File: src/hw/rtl/svd_pkg.sv
// shared constants and control types of the soft viterbi decoder
`default_nettype none
package svd_pkg;
  localparam int unsigned MaxConstraintDef = 7;
  localparam int unsigned MaxRate          = 4;
  localparam int unsigned MaxDepthDef      = 64;
  localparam int unsigned LlrWidthDef      = 8;
  localparam int unsigned MetricWidthDef   = 16;

  localparam int unsigned CfgIdxW  = 3;
  localparam int unsigned CfgDataW = 7;

  localparam logic [CfgIdxW-1:0] CfgConstraint = 3'd0;
  localparam logic [CfgIdxW-1:0] CfgRate       = 3'd1;
  localparam logic [CfgIdxW-1:0] CfgPolyA      = 3'd2;
  localparam logic [CfgIdxW-1:0] CfgPolyB      = 3'd3;
  localparam logic [CfgIdxW-1:0] CfgPolyC      = 3'd4;
  localparam logic [CfgIdxW-1:0] CfgPolyD      = 3'd5;
  localparam logic [CfgIdxW-1:0] CfgInvert     = 3'd6;
  localparam logic [CfgIdxW-1:0] CfgDepth      = 3'd7;

  localparam logic CmdDecode  = 1'b0;
  localparam logic CmdRestart = 1'b1;

  typedef struct packed {
    logic restart;
    logic load;
    logic acs_step;
    logic commit;
    logic tb_step;
    logic emit;
  } svd_cmd_t;

  typedef struct packed {
    logic acs_last;
    logic tb_last;
    logic full_next;
    logic depth_one;
    logic out_free;
  } svd_sts_t;
endpackage
`default_nettype wire

File: src/hw/rtl/svd_ctrl.sv
// controller: sequences acs, commit, traceback and result hand-off per word
`default_nettype none
module svd_ctrl (
  input  wire                clk_i,
  input  wire                rst_ni,
  input  wire                in_valid_i,
  input  wire                in_cmd_i,
  output logic               in_ready_o,
  input  svd_pkg::svd_sts_t  sts_i,
  output svd_pkg::svd_cmd_t  cmd_o
);
  import svd_pkg::*;

  localparam logic [2:0] StIdle   = 3'd0;
  localparam logic [2:0] StAcs    = 3'd1;
  localparam logic [2:0] StDrain1 = 3'd2;
  localparam logic [2:0] StDrain2 = 3'd3;
  localparam logic [2:0] StCommit = 3'd4;
  localparam logic [2:0] StTb     = 3'd5;
  localparam logic [2:0] StTail   = 3'd6;
  localparam logic [2:0] StEmit   = 3'd7;

  logic [2:0] state_q, state_d;

  assign in_ready_o = (state_q == StIdle);

  always_comb begin
    state_d = state_q;
    cmd_o   = '0;
    unique case (state_q)
      StIdle: begin
        if (in_valid_i) begin
          if (in_cmd_i == CmdRestart) begin
            cmd_o.restart = 1'b1;
          end else begin
            cmd_o.load = 1'b1;
            state_d    = StAcs;
          end
        end
      end
      StAcs: begin
        cmd_o.acs_step = 1'b1;
        if (sts_i.acs_last) state_d = StDrain1;
      end
      StDrain1: state_d = StDrain2;
      StDrain2: state_d = StCommit;
      StCommit: begin
        cmd_o.commit = 1'b1;
        priority if (!sts_i.full_next) state_d = StIdle;
        else if (sts_i.depth_one) state_d = StEmit;
        else state_d = StTb;
      end
      StTb: begin
        cmd_o.tb_step = 1'b1;
        if (sts_i.tb_last) state_d = StTail;
      end
      StTail: state_d = StEmit;
      StEmit: begin
        if (sts_i.out_free) begin
          cmd_o.emit = 1'b1;
          state_d    = StIdle;
        end
      end
      default: state_d = StIdle;
    endcase
  end

  always_ff @(posedge clk_i or negedge rst_ni) begin
    if (!rst_ni) begin
      state_q <= StIdle;
    end else begin
      state_q <= state_d;
    end
  end
endmodule
`default_nettype wire

File: config.mk
export PLATFORM = sky130hd
export DESIGN_NAME = svd_ctrl
export DESIGN_NICKNAME = d
export VERILOG_FILES = /design/src/hw/rtl/svd_pkg.sv /design/src/hw/rtl/svd_ctrl.sv
export SDC_FILE = /design/constraint.sdc
export NUM_CORES = 1
export LEC_CHECK = 0
export ABC_CLOCK_PERIOD_IN_PS = 1900
export BUFFER_PORTS_ARGS = -buffer_cell sky130_fd_sc_hd__buf_2
export CORE_AREA = 2 2 39 41
export CTS_CLUSTER_SIZE = 10
export DETAILED_ROUTE_END_ITERATION = 12
export DIE_AREA = 0 0 41 43
export HOLD_SLACK_MARGIN = 0.06
export SYNTH_ARGS = -nofsm -noshare
export SYNTH_HDL_FRONTEND = slang
export SYNTH_SLANG_ARGS = --single-unit
File: constraint.sdc
create_clock -name clk_i -period 1.9 [get_ports clk_i]
set_input_delay 0 -clock clk_i [delete_from_list [all_inputs] [get_ports clk_i]]
set_output_delay 0 -clock clk_i [all_outputs]
set_load 0.03 [all_outputs]
**Word-level counts from Yosys, hierarchy flattened**

Cells that the tools add are included.

- Logic and storage cells: 32
- Bits of input ports: 9
- Output and inout bits: 7
- Register bits after elaboration: 3

- Mux-type cells: 17
- Equal/unequal tests: 12
- Reductions and logical operators: 2

Operators by type and width:

| kind | number |
|---|---|
| $pmux 3 s8 | 1 |
| $mux 3 | 6 |
| $eq 3x3->1 const B | 4 |
| $ne 2x2->1 const B | 5 |
| $mux 1 | 7 |
| $eq 3x2->1 const B | 2 |
| $mux 2 | 3 |
| $reduce_and 5->1 | 1 |
| $eq 3x1->1 const B | 1 |
| $logic_not 3->1 | 1 |

**Depth between registers and ports, before layout**

- Depth in word-level cells: 3
- Mapped depth: 4

**Least setup slack after synthesis**

Ideal clock, no wire load.

- Path type: register to output
- Start point: reg state_q[1]
- End point: out cmd_o[4] (netlist bit)
- Cell stages (with the launch flop): 5
- Data arrival time: 1.484 ns
- Path slack: 0.416 ns
- Cells stage by stage: dfrtp_1 buf_6 nor3_2 nand2_1 nor2_1

RTL lines:

| item | RTL line | source |
|---|---|---|
| start, declared | svd_ctrl.sv:23 | `logic [2:0] state_q, state_d;` |
| start signal, assigned | svd_ctrl.sv:70 | `state_q <= StIdle;` |
| start signal, assigned | svd_ctrl.sv:72 | `state_q <= state_d;` |
| end, declared | svd_ctrl.sv:10 | `output svd_pkg::svd_cmd_t cmd_o` |

==> metrics.cfg <==
[pwr]
pwr_density_cell_nw_per_um2 = 1652
power_frac_comb_pct = 48.9
p_seq_share_pct = 33.7
p_int_w = 0.0003060
p_sw_share_pct = 51.15
leakage_nw = 0.1868
switching_power_w = 0.0003204
ir_drop_mv = 0.3502
clock_power_share_pct = 17.4

[cells_and_area]
diodes = 0
syn2layout_area_growth_pct = 36.49
finish.utilization_pct = 27.40
largest_reg_flops = 3
final_common_cell = buf_2
drive_gt1_share_pct = 39.62
final_cell_mix = buf_2, nand2_1, nor2_1, clkbuf_4, dfrtp_1
nets = 63
nFillCells = 158
regMostFlops = state_q
reg.largest.list = state_q x3

[global_routing]
grt_max_degree = 14
track_usage_pct = 8.853
antenna_found_initial = 0
grt_pass1_wl_mm = 1.055
gr-total-overflow = 0
grt_pass1_vias = 290

[detailed_routing]
vias = 332
drc = 0
drt_iter0_drc = 1
viasPerCell = 4.812
wire_per_inst_um = 9.565
final_antenna_net_count = 0
firstDrtPassIters = 4
wl_um = 660

[synthesis]
yosys_warnings = 0
synth_fa_ha_area_share_pct = 0
synth.distinct_cells = 20
synth_top_family_by_area = simple AND/OR/NAND/NOR gates
synth_xor_area_share_pct = 0
synth_compound_area_share_pct = 24.32
ys_seq_area_share_pct = 27.03
postSynthAreaPerCell_sq_um = 7.716
muxShareOfSynthArea_pct = 3.604
yosys.area_share.simple_pct = 32.88
synth-seq-cells = 3
synthCells = 36
synth_area_sq_um = 277.8
syn_nets = 45

[setup_path]
cp_max_fo = 13
start_kind = flip-flop
slowest_stage = dfrtp_1
crit_chain = nor3_2 -> and3_1 -> buf_2
worst_setup_path_end_kind = output port
worstSetupPathType = flip-flop to output port
critPathMaxStageDelay_ns = 0.51
cp.arrival_ns = 1.37
cp_data_required_time_ns = 1.90
r2r_cells = 3

[clock_network]
cts_tree = done
cts_made_buffers = 3
clock_path_buffers = 2
clock-sinks = 3
root_buffer = clkbuf_4
cts_max_level = 1
clk_pin_slew_ns = 0.04
insertion_delay_ns = 0.23

[outcome]
status = complete, no violations

[timing]
slew_headroom_pct = 72.71
finalSetupTns_ns = 0
tightest_slew_ns = 0.4093
hold_viol_final = 0
drv_slew = 0
rsz0062_at_grt = false
setup_viol = 0
layout_min_cycle_time_ns = 1.365
fmax_ghz = 0.7324
period_share_pct = 71.87
fin_skew_ns = 0.002934

[floorplanning]
die-area_sq_um = 1763
pin_count = 16
die_w_um = 41
rows = 14
core_sq_um = 1384
die_h_um = 43
initial_core_util_pct = 20.07

[placement]
io_buffer_count = 15
hpwl_um = 503.1
routabilityCongestion = 0.7747

[flow_run]
max_cap_violations = 0

[min_path]
hold_path_class = primary input to asynchronous set/reset pin

-- timing repair --
item | CTS | global route
endpoints found under the hold margin | 3 | 0
buffers inserted | 0 | 0
hold buffers | 1 | 0
resized for setup | 0 | 0
-- layer usage --
| layer | share of wire, % | up-vias | global-route usage, % | routed length (um) |
|---|---|---|---|---|
| met5 | 0 | - | 0 | 0 |
| met4 | 0 | 0 | 8.667 | 0 |
| met3 | 6.4 | 0 | 1.571 | 42 |
| met2 | 48 | 12 | 12.19 | 318 |
| met1 | 45 | 154 | 10.68 | 300 |
| li1 | - | 166 | - | - |
-- worst paths after layout --
check / endpoint / slack, ns / from
max: cmd_o[5] / 0.53 / state_q[2]
min: state_q[1] / 0.1 / rst_ni
max reg2reg: state_q[0] / 0.62 / state_q[2]
min reg2reg: state_q[0] / 0.77 / state_q[2]
max in group asynchronous: state_q[2] / 1.70 / rst_ni
min in group clk_i: state_q[0] / 0.13 / sts_i[3]
-- worst max-delay path: cells and delay by family (launching register included) --
kind | cells | cell delay [ns]
flops | 1 | 0.51
simple gates | 2 | 0.44
buf+inv | 1 | 0.19
-- per-stage QoR --
step	cell area, sq um	setup slack [ns]	total power (W)	hold WS (ns)	cells
detailed placement	342.8	0.5990	0.0005182	-0.2008	64
global route	379.1	0.4046	0.0006896	0.1003	69
CTS	379.1	0.5112	0.0006353	0.09593	69
global placement	342.8	0.6717	0.0005117	-0.1994	64
floorplan	277.8	0.4157	0.0004873	-0.2956	36
finish	379.1	0.5346	0.0006264	0.09707	69
-- cells by family (layout without fill, tap and decap cells) --
logic type,Yosys count,count (layout)
AOI/OAI and AO/OA,10,10
buffers and inverters,4,21
DFF,3,3
muxes,1,1
and+or+nand+nor,18,18
-- cells in the mapped netlist (all sizes together) --
| cell type | count | area share, % |
|---|---|---|
| nand2 | 7 | 9.5 |
| a21oi | 3 | 6.8 |
| buf | 3 | 11 |
| dfrtp | 3 | 27 |
| nor2 | 3 | 4.1 |
| nor3 | 3 | 7.2 |
| o21ai | 3 | 5.4 |
| and3 | 2 | 4.5 |
| nor3b | 2 | 5.4 |
| a2111oi | 1 | 3.2 |
| a311oi | 1 | 3.2 |
| a32o | 1 | 3.6 |
| and2 | 1 | 2.3 |
| inv | 1 | 1.4 |
| mux2i | 1 | 3.6 |
| o22ai | 1 | 2.3 |
-- layout make-up --
cell class / count / area (sq um) / area share [%]
Timing Repair Buffer: 16 / 85.08 / 22.44
Clock buffer: 4 / 26.28 / 6.931
Tap cell: 16 / 20.02 / 5.281
Multi-Input combinational cell: 29 / 168.9 / 44.55
Inverter: 1 / 3.754 / 0.9901
Sequential cell: 3 / 75.07 / 19.80
-- power groups by stage --
stage | Clock [W] | Sequential, W | Combinational, W
after global routing | 0.000124 | 0.000224 | 0.000342
final | 0.000109 | 0.000211 | 0.000306
after detailed placement | 0 | 0.000211 | 0.000307
after global placement | 0 | 0.000207 | 0.000305
after CTS | 0.000115 | 0.000210 | 0.000309
after floorplan | 0 | 0.000130 | 0.000357
(Power assumes the default switching activity.)
